--- config.mk ---
export PLATFORM = sky130hd
export DESIGN_NAME = json_byte_tokenizer
export DESIGN_NICKNAME = d
export VERILOG_FILES = /design/src/hw/rtl/jbt_pkg.sv /design/src/hw/rtl/json_byte_tokenizer.sv /design/src/hw/rtl/jbt_res_queue.sv /design/src/hw/rtl/jbt_lexer.sv
export SDC_FILE = /design/constraint.sdc
export NUM_CORES = 1
export LEC_CHECK = 0
export BUFFER_PORTS_ARGS = -buffer_cell sky130_fd_sc_hd__buf_2
export CORE_UTILIZATION = 63
export DETAILED_ROUTE_END_ITERATION = 8
export HOLD_SLACK_MARGIN = 0.12
export PLACE_DENSITY = 0.77
export SLEW_MARGIN = 20
export SYNTH_ARGS = -nofsm -noshare
export SYNTH_HDL_FRONTEND = slang
export SYNTH_SLANG_ARGS = --single-unit
--- constraint.sdc ---
create_clock -name clk -period 10.19 [get_ports clk]
set_input_delay 2.5475 -clock clk [delete_from_list [all_inputs] [get_ports clk]]
set_output_delay 2.5475 -clock clk [all_outputs]
set_load 0.03 [all_outputs]
--- src/hw/rtl/jbt_pkg.sv ---
// ----------------------------------------------------------------------------
// jbt_pkg
// Shared constants, codes and lookup functions of the JSON byte tokenizer.
// ----------------------------------------------------------------------------
`default_nettype none

package jbt_pkg;

	localparam int ROW_BITS_DEF = 24;
	localparam int COL_BITS_DEF = 16;
	localparam int LEN_BITS_DEF = 16;

	localparam int BYTE_W = 8;
	localparam int KIND_W = 4;

	// Result queue depth; a power of two, at least two.
	localparam int Q_DEPTH = 4;

	// Lexer modes.
	localparam logic [2:0] MODE_IDLE = 3'd0;
	localparam logic [2:0] MODE_STR  = 3'd1;
	localparam logic [2:0] MODE_NUM  = 3'd2;
	localparam logic [2:0] MODE_LIT  = 3'd3;
	localparam logic [2:0] MODE_ERR  = 3'd4;

	// Token kinds.
	localparam logic [3:0] K_END    = 4'd0;
	localparam logic [3:0] K_LBRACE = 4'd1;
	localparam logic [3:0] K_RBRACE = 4'd2;
	localparam logic [3:0] K_LBRACK = 4'd3;
	localparam logic [3:0] K_RBRACK = 4'd4;
	localparam logic [3:0] K_COLON  = 4'd5;
	localparam logic [3:0] K_COMMA  = 4'd6;
	localparam logic [3:0] K_STRING = 4'd7;
	localparam logic [3:0] K_INT    = 4'd8;
	localparam logic [3:0] K_FLOAT  = 4'd9;
	localparam logic [3:0] K_TRUE   = 4'd10;
	localparam logic [3:0] K_ERROR  = 4'd13;

	// Literal kinds.
	localparam logic [1:0] LIT_TRUE  = 2'd0;
	localparam logic [1:0] LIT_FALSE = 2'd1;
	localparam logic [1:0] LIT_NULL  = 2'd2;

	// Characters.
	localparam logic [7:0] CH_SPACE = 8'h20;
	localparam logic [7:0] CH_TAB   = 8'h09;
	localparam logic [7:0] CH_CR    = 8'h0D;
	localparam logic [7:0] CH_LF    = 8'h0A;
	localparam logic [7:0] CH_QUOTE = 8'h22;
	localparam logic [7:0] CH_PLUS  = 8'h2B;
	localparam logic [7:0] CH_MINUS = 8'h2D;
	localparam logic [7:0] CH_POINT = 8'h2E;
	localparam logic [7:0] CH_0     = 8'h30;
	localparam logic [7:0] CH_9     = 8'h39;
	localparam logic [7:0] CH_UPPER_E = 8'h45;
	localparam logic [7:0] CH_LOWER_E = 8'h65;
	localparam logic [7:0] CH_LOWER_T = 8'h74;
	localparam logic [7:0] CH_LOWER_F = 8'h66;
	localparam logic [7:0] CH_LOWER_N = 8'h6E;
	localparam logic [7:0] CH_LOWER_R = 8'h72;
	localparam logic [7:0] CH_LOWER_U = 8'h75;
	localparam logic [7:0] CH_LOWER_L = 8'h6C;
	localparam logic [7:0] CH_LOWER_A = 8'h61;
	localparam logic [7:0] CH_LOWER_S = 8'h73;
	localparam logic [7:0] CH_LBRACE = 8'h7B;
	localparam logic [7:0] CH_RBRACE = 8'h7D;
	localparam logic [7:0] CH_LBRACK = 8'h5B;
	localparam logic [7:0] CH_RBRACK = 8'h5D;
	localparam logic [7:0] CH_COLON  = 8'h3A;
	localparam logic [7:0] CH_COMMA  = 8'h2C;

	// Token kind of a punctuation byte, K_END when the byte is not punctuation.
	function automatic logic [3:0] punct_kind(input logic [7:0] ch);
		logic [3:0] k;
		case (ch)
			CH_LBRACE: k = K_LBRACE;
			CH_RBRACE: k = K_RBRACE;
			CH_LBRACK: k = K_LBRACK;
			CH_RBRACK: k = K_RBRACK;
			CH_COLON:  k = K_COLON;
			CH_COMMA:  k = K_COMMA;
			default:   k = K_END;
		endcase
		return k;
	endfunction

	// Number of characters in a literal; zero for an unused kind code.
	function automatic logic [2:0] lit_len(input logic [1:0] lk);
		logic [2:0] n;
		case (lk)
			LIT_TRUE:  n = 3'd4;
			LIT_FALSE: n = 3'd5;
			LIT_NULL:  n = 3'd4;
			default:   n = 3'd0;
		endcase
		return n;
	endfunction

	// Expected character of a literal at a position.
	function automatic logic [7:0] lit_char(input logic [1:0] lk, input logic [2:0] lp);
		logic [7:0] c;
		c = 8'h00;
		case (lk)
			LIT_TRUE: begin
				case (lp)
					3'd0:    c = CH_LOWER_T;
					3'd1:    c = CH_LOWER_R;
					3'd2:    c = CH_LOWER_U;
					3'd3:    c = CH_LOWER_E;
					default: c = 8'h00;
				endcase
			end
			LIT_FALSE: begin
				case (lp)
					3'd0:    c = CH_LOWER_F;
					3'd1:    c = CH_LOWER_A;
					3'd2:    c = CH_LOWER_L;
					3'd3:    c = CH_LOWER_S;
					3'd4:    c = CH_LOWER_E;
					default: c = 8'h00;
				endcase
			end
			LIT_NULL: begin
				case (lp)
					3'd0:    c = CH_LOWER_N;
					3'd1:    c = CH_LOWER_U;
					3'd2:    c = CH_LOWER_L;
					3'd3:    c = CH_LOWER_L;
					default: c = 8'h00;
				endcase
			end
			default: c = 8'h00;
		endcase
		return c;
	endfunction

endpackage

`default_nettype wire

--- src/hw/rtl/json_byte_tokenizer.sv ---
// ----------------------------------------------------------------------------
// json_byte_tokenizer
// Streaming JSON lexer taking one text byte per transfer.
// ----------------------------------------------------------------------------
//   channel   direction  payload
//   s_*       in         tdata: in_byte; tlast: end_of_input
//   m_*       out        tdata: content_byte, token_kind, row, col, length;
//                        tuser: item_kind; tlast: last result of the byte
//
// One byte is taken per cycle while the result queue has room; the lexer
// state updates in a single pass from the input register and its results
// enter a four-entry result queue.
// Bytes that give two results need two output transfers; the queue absorbs them.
// s_tready depends only on registered state, never on m_tready.
// Reset is asynchronous and restores line 1, column 1, idle mode.
// ----------------------------------------------------------------------------
`default_nettype none

module json_byte_tokenizer
	import jbt_pkg::*;
#(
	parameter int ROW_BITS = ROW_BITS_DEF,
	parameter int COL_BITS = COL_BITS_DEF,
	parameter int LEN_BITS = LEN_BITS_DEF,
	parameter int TDATA_W  =
		((BYTE_W + KIND_W + ROW_BITS + COL_BITS + LEN_BITS + 7) / 8) * 8
) (
	input  wire logic               clk,
	input  wire logic               arst_n,
	input  wire logic               s_tvalid,
	output logic                    s_tready,
	input  wire logic [7:0]         s_tdata,   // [7:0] in_byte
	input  wire logic               s_tlast,   // end_of_input
	output logic                    m_tvalid,
	input  wire logic               m_tready,
	// content_byte, token_kind, token_row, token_col, token_length, zero fill
	output logic [TDATA_W-1:0]      m_tdata,
	output logic                    m_tuser,   // item_kind
	output logic                    m_tlast    // last
);

	localparam int ENT_W = 2 + BYTE_W + KIND_W + ROW_BITS + COL_BITS + LEN_BITS;

	logic             valid_s1;
	logic [7:0]       byte_s1;
	logic             eoi_s1;
	logic             room;
	logic             advance;
	logic             s_xfer;
	logic [1:0]       res_cnt;
	logic [1:0]       wr_cnt;
	logic [ENT_W-1:0] res0;
	logic [ENT_W-1:0] res1;
	logic [ENT_W-1:0] head;

	assign advance  = valid_s1 && room;
	assign s_tready = !valid_s1 || room;
	assign s_xfer   = s_tvalid && s_tready;
	assign wr_cnt   = advance ? res_cnt : 2'd0;

	always_ff @(posedge clk or negedge arst_n) begin
		if (!arst_n) begin
			valid_s1 <= 1'b0;
		end else if (s_xfer) begin
			valid_s1 <= 1'b1;
		end else if (advance) begin
			valid_s1 <= 1'b0;
		end
	end

	always_ff @(posedge clk) begin
		if (s_xfer) begin
			byte_s1 <= s_tdata;
			eoi_s1  <= s_tlast;
		end
	end

	jbt_lexer #(
		.ROW_BITS (ROW_BITS),
		.COL_BITS (COL_BITS),
		.LEN_BITS (LEN_BITS),
		.ENT_W    (ENT_W)
	) u_lexer (
		.clk          (clk),
		.arst_n       (arst_n),
		.advance      (advance),
		.in_byte      (byte_s1),
		.end_of_input (eoi_s1),
		.res_cnt      (res_cnt),
		.res0         (res0),
		.res1         (res1)
	);

	jbt_res_queue #(
		.W     (ENT_W),
		.DEPTH (Q_DEPTH)
	) u_queue (
		.clk       (clk),
		.arst_n    (arst_n),
		.wr_cnt    (wr_cnt),
		.wr0       (res0),
		.wr1       (res1),
		.rd        (m_tvalid && m_tready),
		.head      (head),
		.not_empty (m_tvalid),
		.room      (room)
	);

	assign m_tdata = TDATA_W'(head[ENT_W-1:2]);
	assign m_tuser = head[1];
	assign m_tlast = head[0];

endmodule

`default_nettype wire

--- src/hw/rtl/jbt_res_queue.sv ---
// ----------------------------------------------------------------------------
// jbt_res_queue
// Small result queue: up to two writes and one read per cycle.
// ----------------------------------------------------------------------------
`default_nettype none

module jbt_res_queue
	import jbt_pkg::*;
#(
	parameter int W     = 64,
	parameter int DEPTH = Q_DEPTH
) (
	input  wire logic         clk,
	input  wire logic         arst_n,
	input  wire logic [1:0]   wr_cnt,
	input  wire logic [W-1:0] wr0,
	input  wire logic [W-1:0] wr1,
	input  wire logic         rd,
	output logic [W-1:0]      head,
	output logic              not_empty,
	output logic              room
);

	localparam int PTR_W = $clog2(DEPTH);
	localparam int CNT_W = $clog2(DEPTH + 1);

	logic [W-1:0]     mem_q [DEPTH];
	logic [PTR_W-1:0] wptr_q;
	logic [PTR_W-1:0] rptr_q;
	logic [CNT_W-1:0] count_q;
	logic [PTR_W-1:0] wptr_p1;

	assign wptr_p1   = wptr_q + PTR_W'(1);
	assign head      = mem_q[rptr_q];
	assign not_empty = (count_q != '0);
	// Room for a full pair of results, judged on registered state only.
	assign room      = (count_q <= CNT_W'(DEPTH - 2));

	always_ff @(posedge clk or negedge arst_n) begin
		if (!arst_n) begin
			wptr_q  <= '0;
			rptr_q  <= '0;
			count_q <= '0;
		end else begin
			wptr_q  <= wptr_q + PTR_W'(wr_cnt);
			rptr_q  <= rptr_q + PTR_W'(rd);
			count_q <= count_q + CNT_W'(wr_cnt) - CNT_W'(rd);
		end
	end

	always_ff @(posedge clk) begin
		if (wr_cnt != 2'd0) begin
			mem_q[wptr_q] <= wr0;
		end
		if (wr_cnt == 2'd2) begin
			mem_q[wptr_p1] <= wr1;
		end
	end

endmodule

`default_nettype wire

--- src/hw/rtl/jbt_lexer.sv ---
// ----------------------------------------------------------------------------
// jbt_lexer
// Lexer state and the single-pass next-state and result logic for one byte.
// ----------------------------------------------------------------------------
`default_nettype none

module jbt_lexer
	import jbt_pkg::*;
#(
	parameter int ROW_BITS = ROW_BITS_DEF,
	parameter int COL_BITS = COL_BITS_DEF,
	parameter int LEN_BITS = LEN_BITS_DEF,
	parameter int ENT_W    = 2 + BYTE_W + KIND_W + ROW_BITS + COL_BITS + LEN_BITS
) (
	input  wire logic             clk,
	input  wire logic             arst_n,
	input  wire logic             advance,
	input  wire logic [7:0]       in_byte,
	input  wire logic             end_of_input,
	output logic [1:0]            res_cnt,
	output logic [ENT_W-1:0]      res0,
	output logic [ENT_W-1:0]      res1
);

	logic [2:0]          mode_q,  nx_mode;
	logic [ROW_BITS-1:0] line_q,  nx_line;
	logic [COL_BITS-1:0] col_q,   nx_col;
	logic [COL_BITS-1:0] start_q, nx_start;
	logic [LEN_BITS-1:0] len_q,   nx_len;
	logic                point_q, nx_point;
	logic [1:0]          lkind_q, nx_lkind;
	logic [2:0]          lpos_q,  nx_lpos;

	logic [ENT_W-1:0]    r [2];
	logic [1:0]          n;

	function automatic logic [COL_BITS-1:0] col_inc(input logic [COL_BITS-1:0] v);
		return (&v) ? v : v + COL_BITS'(1);
	endfunction

	function automatic logic [ROW_BITS-1:0] row_inc(input logic [ROW_BITS-1:0] v);
		return (&v) ? v : v + ROW_BITS'(1);
	endfunction

	function automatic logic [LEN_BITS-1:0] len_inc(input logic [LEN_BITS-1:0] v);
		return (&v) ? v : v + LEN_BITS'(1);
	endfunction

	// Result entry, low bit first: last, item kind, content byte, token kind,
	// row, column, length. The last flag is filled in afterwards.
	function automatic logic [ENT_W-1:0] mk(input logic ik, input logic [7:0] cb,
			input logic [3:0] tk, input logic [ROW_BITS-1:0] row,
			input logic [COL_BITS-1:0] col, input logic [LEN_BITS-1:0] len);
		return {len, col, row, tk, cb, ik, 1'b0};
	endfunction

	always_comb begin
		logic       do_idle;
		logic [3:0] pk;
		logic [3:0] lp_next;
		nx_mode  = mode_q;
		nx_line  = line_q;
		nx_col   = col_q;
		nx_start = start_q;
		nx_len   = len_q;
		nx_point = point_q;
		nx_lkind = lkind_q;
		nx_lpos  = lpos_q;
		r[0]     = '0;
		r[1]     = '0;
		n        = 2'd0;
		do_idle  = 1'b0;
		pk       = punct_kind(in_byte);
		lp_next  = {1'b0, lpos_q} + 4'd1;

		if (mode_q >= MODE_ERR) begin
			// Sticky error: nothing more until reset.
			n = 2'd0;
		end else if (end_of_input) begin
			if (mode_q == MODE_LIT) begin
				r[n[0]] = mk(1'b1, 8'h00, K_ERROR, line_q, col_q, '0);
				n = n + 2'd1;
				nx_mode = MODE_ERR;
			end else begin
				if (mode_q == MODE_STR) begin
					r[n[0]] = mk(1'b1, 8'h00, K_STRING, line_q, start_q, len_q);
					n = n + 2'd1;
				end else if (mode_q == MODE_NUM) begin
					r[n[0]] = mk(1'b1, 8'h00, point_q ? K_FLOAT : K_INT, line_q,
						start_q, len_q);
					n = n + 2'd1;
				end
				r[n[0]] = mk(1'b1, 8'h00, K_END, line_q, '0, '0);
				n = n + 2'd1;
				nx_mode  = MODE_IDLE;
				nx_line  = ROW_BITS'(1);
				nx_col   = COL_BITS'(1);
				nx_start = '0;
				nx_len   = '0;
				nx_point = 1'b0;
				nx_lkind = LIT_TRUE;
				nx_lpos  = '0;
			end
		end else begin
			case (mode_q)
				MODE_STR: begin
					nx_col = col_inc(col_q);
					if (in_byte == CH_QUOTE) begin
						r[n[0]] = mk(1'b1, 8'h00, K_STRING, line_q, start_q, len_q);
						n = n + 2'd1;
						nx_mode = MODE_IDLE;
					end else begin
						r[n[0]] = mk(1'b0, in_byte, K_END, '0, '0, '0);
						n = n + 2'd1;
						nx_len = len_inc(len_q);
					end
				end
				MODE_NUM: begin
					if (in_byte inside {[CH_0:CH_9], CH_MINUS, CH_PLUS, CH_POINT,
							CH_UPPER_E, CH_LOWER_E}) begin
						r[n[0]] = mk(1'b0, in_byte, K_END, '0, '0, '0);
						n = n + 2'd1;
						if (in_byte == CH_POINT) begin
							nx_point = 1'b1;
						end
						nx_len = len_inc(len_q);
						nx_col = col_inc(col_q);
					end else begin
						// The terminating byte is lexed again in idle mode.
						r[n[0]] = mk(1'b1, 8'h00, point_q ? K_FLOAT : K_INT, line_q,
							start_q, len_q);
						n = n + 2'd1;
						nx_mode = MODE_IDLE;
						do_idle = 1'b1;
					end
				end
				MODE_LIT: begin
					if (lkind_q == 2'd3 || lpos_q >= lit_len(lkind_q) ||
							lit_char(lkind_q, lpos_q) != in_byte) begin
						r[n[0]] = mk(1'b1, 8'h00, K_ERROR, line_q, col_q, '0);
						n = n + 2'd1;
						nx_mode = MODE_ERR;
					end else begin
						nx_col  = col_inc(col_q);
						nx_lpos = lp_next[2:0];
						if (lp_next == {1'b0, lit_len(lkind_q)}) begin
							r[n[0]] = mk(1'b1, 8'h00, K_TRUE + {2'b00, lkind_q}, line_q,
								start_q, '0);
							n = n + 2'd1;
							nx_mode = MODE_IDLE;
						end
					end
				end
				default: begin
					do_idle = 1'b1;
				end
			endcase
		end

		if (do_idle) begin
			if (in_byte inside {CH_SPACE, CH_TAB, CH_CR, CH_LF}) begin
				nx_col = col_inc(col_q);
				if (in_byte == CH_LF) begin
					nx_line = row_inc(line_q);
					nx_col  = COL_BITS'(1);
				end
			end else if (pk != K_END) begin
				r[n[0]] = mk(1'b1, 8'h00, pk, line_q, col_q, '0);
				n = n + 2'd1;
				nx_col = col_inc(col_q);
			end else if (in_byte == CH_QUOTE) begin
				nx_start = col_q;
				nx_len   = '0;
				nx_col   = col_inc(col_q);
				nx_mode  = MODE_STR;
			end else if (in_byte inside {[CH_0:CH_9], CH_MINUS, CH_PLUS}) begin
				nx_start = col_q;
				nx_len   = LEN_BITS'(1);
				nx_point = 1'b0;
				r[n[0]] = mk(1'b0, in_byte, K_END, '0, '0, '0);
				n = n + 2'd1;
				nx_col   = col_inc(col_q);
				nx_mode  = MODE_NUM;
			end else if (in_byte inside {CH_LOWER_T, CH_LOWER_F, CH_LOWER_N}) begin
				nx_start = col_q;
				nx_lkind = (in_byte == CH_LOWER_T) ? LIT_TRUE :
					((in_byte == CH_LOWER_F) ? LIT_FALSE : LIT_NULL);
				nx_lpos  = 3'd1;
				nx_col   = col_inc(col_q);
				nx_mode  = MODE_LIT;
			end else begin
				r[n[0]] = mk(1'b1, 8'h00, K_ERROR, line_q, col_q, '0);
				n = n + 2'd1;
				nx_mode = MODE_ERR;
			end
		end

		if (n == 2'd1) begin
			r[0][0] = 1'b1;
		end else if (n == 2'd2) begin
			r[1][0] = 1'b1;
		end
	end

	assign res_cnt = n;
	assign res0    = r[0];
	assign res1    = r[1];

	always_ff @(posedge clk or negedge arst_n) begin
		if (!arst_n) begin
			mode_q  <= MODE_IDLE;
			line_q  <= ROW_BITS'(1);
			col_q   <= COL_BITS'(1);
			start_q <= '0;
			len_q   <= '0;
			point_q <= 1'b0;
			lkind_q <= LIT_TRUE;
			lpos_q  <= '0;
		end else if (advance) begin
			mode_q  <= nx_mode;
			line_q  <= nx_line;
			col_q   <= nx_col;
			start_q <= nx_start;
			len_q   <= nx_len;
			point_q <= nx_point;
			lkind_q <= nx_lkind;
			lpos_q  <= nx_lpos;
		end
	end

endmodule

`default_nettype wire

# Word level (Yosys, flattened, before mapping)
# Memories as Yosys holds them, arrays and structs flattened.
# Cells that the tools add are included.
dict set report op_classes {
  multipliers 0
  n_addsub 12
  div_mod_pow 0
  bitwise 2
  n_mux 166
  eq_ne 35
  reduce_logical 28
  shift 0
  n_lt_le_gt_ge 9
}
# op count
set op_table {}
lappend op_table {{$mux 140} 7}
lappend op_table {{$mux 70} 14}
lappend op_table {{$bwmux 140} 4}
lappend op_table {{$mux 16} 33}
lappend op_table {{$pmux 70 s3} 1}
lappend op_table {{$mux 24} 7}
lappend op_table {{$demux 70 s1} 2}
lappend op_table {{$mux 3} 31}
lappend op_table {{$eq 8x7->1 const B} 9}
lappend op_table {{$eq 8x6->1 const B} 7}
lappend op_table {{$mux 54} 1}
lappend op_table {{$mux 2} 25}
lappend op_table {{$pmux 16 s3} 1}
lappend op_table {{$pmux 7 s5} 1}
lappend op_table {{$add 16x1->16 const B} 2}
lappend op_table {{$pmux 16 s2} 1}
lappend op_table {{$reduce_and 16->1} 2}
lappend op_table {{$pmux 7 s4} 1}
lappend op_table {{$mux 1} 27}
lappend op_table {{$add 24x1->24 const B} 1}
lappend op_table {{$eq 8x4->1 const B} 3}
lappend op_table {{$mux 8} 3}
lappend op_table {{$pmux 8 s3} 1}
lappend op_table {{$reduce_and 24->1} 1}
lappend op_table {{40 further kinds} 67}
dict set report word_totals {
  mem_bits_ro 0
  ramBits 280
  ff_bits 98
  word_cells 267
  out_inout_bits 76
  memories 1
  latch_bits 0
}
# memory depth width read_ports rd_ports_with_merged_regs write_ports line_no
set memory_table {}
lappend memory_table {u_queue.mem_q 4 70 1 0 2 jbt_res_queue.sv:27} ;# logic [W-1:0] mem_q [DEPTH];

# Logic depth before layout (Yosys ltp)
dict set report depth {
  word_depth 33
  mapped_depth 19
  mapped_depth_nobuf 18
}

# Hierarchy
# Synthesis repeated with hierarchy kept, for this count alone.
dict set report hier_totals {
  cells_unflattened 1802
  area_unflattened_um2 22222.6
}
# module instances area_each_um2 cells_per_inst
set by_module_without_submodules {}
lappend by_module_without_submodules {jbt_res_queue 1 13865.8 716}
lappend by_module_without_submodules {jbt_lexer 1 7973.9 1064}
lappend by_module_without_submodules {json_byte_tokenizer 1 382.9 22}

# Worst setup path before layout
# Ideal clock, no wire load.
dict set report synth_path {
  kind {register -> register}
  from {reg u_lexer.lpos_q[1]}
  to {mem u_queue.mem_q[3][0] (netlist bit) (enable)}
  path_slack_ps 1065
  path_stages_with_launch 15
  synth_period_minus_slack_ps 9125
  setup_time_ps 605
  n_path_buf 1
  t_arrival_ps 8520
  path_cell_list {dfrtp_1 -> buf_2 -> inv_1 -> ha_1 -> nand2b_1 -> a2111oi_4 -> nor3b_1 -> a2111oi_4 -> a31o_2 -> nand2_2 -> ha_1 -> nand4b_1 -> nor4b_4 -> o211ai_1 -> a21boi_0}
}
# element line_no
set synth_rtl {}
lappend synth_rtl {{from (decl)} jbt_lexer.sv:32} ;# logic [2:0] lpos_q, nx_lpos;
lappend synth_rtl {{from (signal assigned)} jbt_lexer.sv:227} ;# lpos_q <= nx_lpos;
lappend synth_rtl {{to (decl)} jbt_res_queue.sv:27}

==> flow_metrics.py <==
metrics = {
    "routing": {
        "routedWlPerCell_um": 25.2,
        "drc_errors": 0,
        "vias": 16142,
        "dr.first_iter.drc_count": 2019,
        "drtPass1Iterations": 6,
        "via_per_inst": 7.07,
        "ant_nets": 0,
        "wl_um": 57500,
    },
    "grt": {
        "grt_usage_pct": 34.5,
        "grt_overflow": 0,
        "grt_pass1_vias": 15649,
        "grt_max_degree": 101,
        "grt_pass1_wl_um": 89300,
        "antenna_found_initial": 0,
    },
    "cts": {
        "cts_tree": "yes",
        "htree_levels": 2,
        "cts_post_setup_buffers_inserted": 0,
        "cts.reportedPaths.clkPinSlew_ns": 0.06,
        "cts_sinks": 378,
        "ctsResizeCount": 0,
        "cts_root_buf": "clkbuf_16",
        "numCtsBuffers": 40,
        "clk_latency_ns": 0.55,
        "clockBufferDepth": 3,
        "cts_hold_buf": 0,
    },
    "yosys": {
        "ys_warn_count": 0,
        "synthTopCellsByCount": "edfxtp_1, nand2_1, nor3b_1",
        "synth.most_common_cell": "edfxtp_1",
        "yosysTopAreaCell": "edfxtp_1",
        "synth_area_um2": 20900,
        "synth_top_area_share_pct": 41.5,
        "synth_area_leaders": "edfxtp_1, dfrtp_1, mux4_2",
        "syn_area_per_cell_um2": 11.6,
        "async_flop_share_pct": 23.5,
        "synth_edf_count": 289,
        "synth_cells": 1801,
        "dominantRegCellSynth": "edfxtp_1",
        "netlist-cell-type-count": 95,
        "synth-seq-cells": 378,
        "synth_seq_area_share_pct": 52.2,
    },
    "place": {
        "portBuffers": 84,
        "routabilityCongestion": 1.00,
        "dp.cells": 2210,
        "dpl.hpwl_um": 36400,
    },
    "setup_path": {
        "cpMaxStageDelayCell": "a211oi_2",
        "timing.rr.start": "u_lexer.lkind_q[1]",
        "end_kind": "flop",
        "worst-endpoint-arrival_ns": 6.79,
        "cpMostUsedCell": "ha_1",
        "crit_buf_inv": 3,
        "worstSetupStartpoint": "u_lexer.lkind_q[1]",
        "crit_family": "compound AO/OA/AOI/OAI gates",
        "ff2ff_path_depth": 16,
        "critPathRequiredTime_ns": 10.44,
        "r2r_end": "u_queue.mem_q[2][30]",
        "critPathMaxFanout": 20,
        "critical_path_class": "flop to flop",
        "slowest_delay_ns": 1.24,
        "path_cells": "nand2b_2, inv_1, ha_1, o31ai_1, o2111ai_1, a211oi_1, a31o_2, nand2_2, inv_2, ha_1, nand2_1, o21ai_1, nand3_1, a211oi_2, buf_4, nor3b_1",
        "rrSetupSlack_ns": 3.65,
        "startpoint_type": "flop",
    },
    "floorplanning": {
        "die_h_um": 184,
        "die-area_um2": 33900,
        "core_um2": 32600,
        "num_io_pins": 89,
        "rows": 66,
        "die_w_um": 184,
        "start_util_pct": 64.1,
    },
    "run": {
        "maxCapViolCount": 0,
    },
    "timing": {
        "worst_slew_pin_slew_ns": 1.14,
        "setup_viol": 0,
        "hold-worst-slack_ns": 0.527,
        "drv_slew": 0,
        "rsz0062_at_grt": "no",
        "period_minus_slack_ns": 6.54,
        "relSlewSlack_pct": 23.2,
        "finalClockSkew_ns": 0.0160,
        "min_period_over_period_pct": 64.2,
        "hold_violations": 0,
        "clock.fmax_ghz": 0.153,
        "setup_tns_ns": 0,
    },
    "pwr": {
        "cellPowerDensity_nw_per_um2": 224,
        "p_leak_nw": 7.88,
        "total_power_w": 0.00513,
        "ir_worst_vdd_mv": 0.269,
    },
    "layout": {
        "fin_util_pct": 70.2,
        "fillCellCount": 2301,
        "area_delta_synth_final_pct": 9.51,
        "antenna_cells": 0,
        "drive_gt1_share_pct": 16.8,
        "fin_nets": 1842,
        "layoutNonFillerInstCount": 2284,
    },
    "hold_path": {
        "min_path_cells": 1,
        "hp-start": "u_lexer.start_q[10]",
        "hold_end": "u_lexer.start_q[10]",
        "hp-class": "flop to flop",
    },
    "run_status": {
        "status": "complete, no violations",
    },
}
## area by class of cell
class	instances	area, um2	area share [%]
repair buffers	120	697	3.05
clock buffers	59	1160	5.08
clock inverters	15	159	0.694
flip-flops and latches	378	10900	47.7
well taps	442	553	2.42
inverters	40	150	0.656
multi-input cells	1230	9250	40.4
## stage by stage
| step | setup slack, ns | cell area, um2 |
|---|---|---|
| 4_1_cts | 3.81 | 22900 |
| 6_report | 3.65 | 22900 |
| 3_5_place_dp | 3.86 | 21600 |
| 3_3_place_gp | 4.05 | 21500 |
| 2_1_floorplan | 1.07 | 20900 |
| 5_1_grt | 3.32 | 22900 |
## how the worst max path moves through the flow
| stage | endpoint | cells past startpoint |
|---|---|---|
| floorplan | u_queue.mem_q[3][0] | 14 |
| global placement | u_queue.mem_q[2][28] | 16 |
| detailed placement | u_queue.mem_q[2][30] | 16 |
| CTS | u_queue.mem_q[2][30] | 16 |
| global route | u_queue.mem_q[2][30] | 16 |
| finish | u_queue.mem_q[2][30] | 16 |
## worst register-to-register path, stage by stage (launching register included)
cell	delay, ns
dfrtp_1	0.65
nand2b_2	0.30
inv_1	0.08
ha_1	0.29
o31ai_1	0.20
o2111ai_1	0.17
a211oi_1	0.64
a31o_2	0.36
nand2_2	0.18
inv_2	0.22
ha_1	0.21
nand2_1	0.06
o21ai_1	0.32
nand3_1	0.86
a211oi_2	1.24
buf_4	0.38
nor3b_1	0.09
## per-layer routing
metal | GRT usage [%] | vias up | part of all wire (%)
met1 | 46.8 | 7893 | 40
met5 | 0 | - | 0
li1 | - | 7063 | -
met4 | 14.3 | 0 | 4.2
met2 | 55.2 | 982 | 47
met3 | 6.07 | 204 | 9.2
## cell usage in the layout, fill, tap and decap left out, types with 53 or more instances in the layout
cell      instances
nor3b_1          93
dfrtp_1          85
nand3_1          53
edfxtp_1        289
o21ai_0          80
nand2_1         130
buf_2            83
nor3_1           62
nor2_1           84
a21oi_1          84
and2_1           74
mux4_2           70
## where the power goes
group          internal, W  switching [W]  total, W
logic             0.000594        0.00113   0.00172
registers          0.00176       0.000192   0.00195
clock network     0.000849       0.000609   0.00146
## flip-flops by register name, indices dropped and copies added (netlist names), 3 cells and up
register and count:
u_lexer.lpos_q 3, u_lexer.len_q 16, u_lexer.start_q 16, u_lexer.mode_q 3
byte_s1 8, u_queue.mem_q 280, u_lexer.line_q 24, u_queue.count_q 3
u_lexer.col_q 16
## cell families after synthesis
group / count (synthesis) / share of synthesized area, %
xor+xnor: 15 / 0.629
simple gates: 643 / 17.2
flops: 378 / 52.2
buf+inv: 196 / 3.96
mux: 99 / 8.99
other cells: 1 / 0.0179
fa+ha+maj: 19 / 1.17
compound gates: 450 / 15.8
Note: power is estimated with default switching activity, not from simulation.
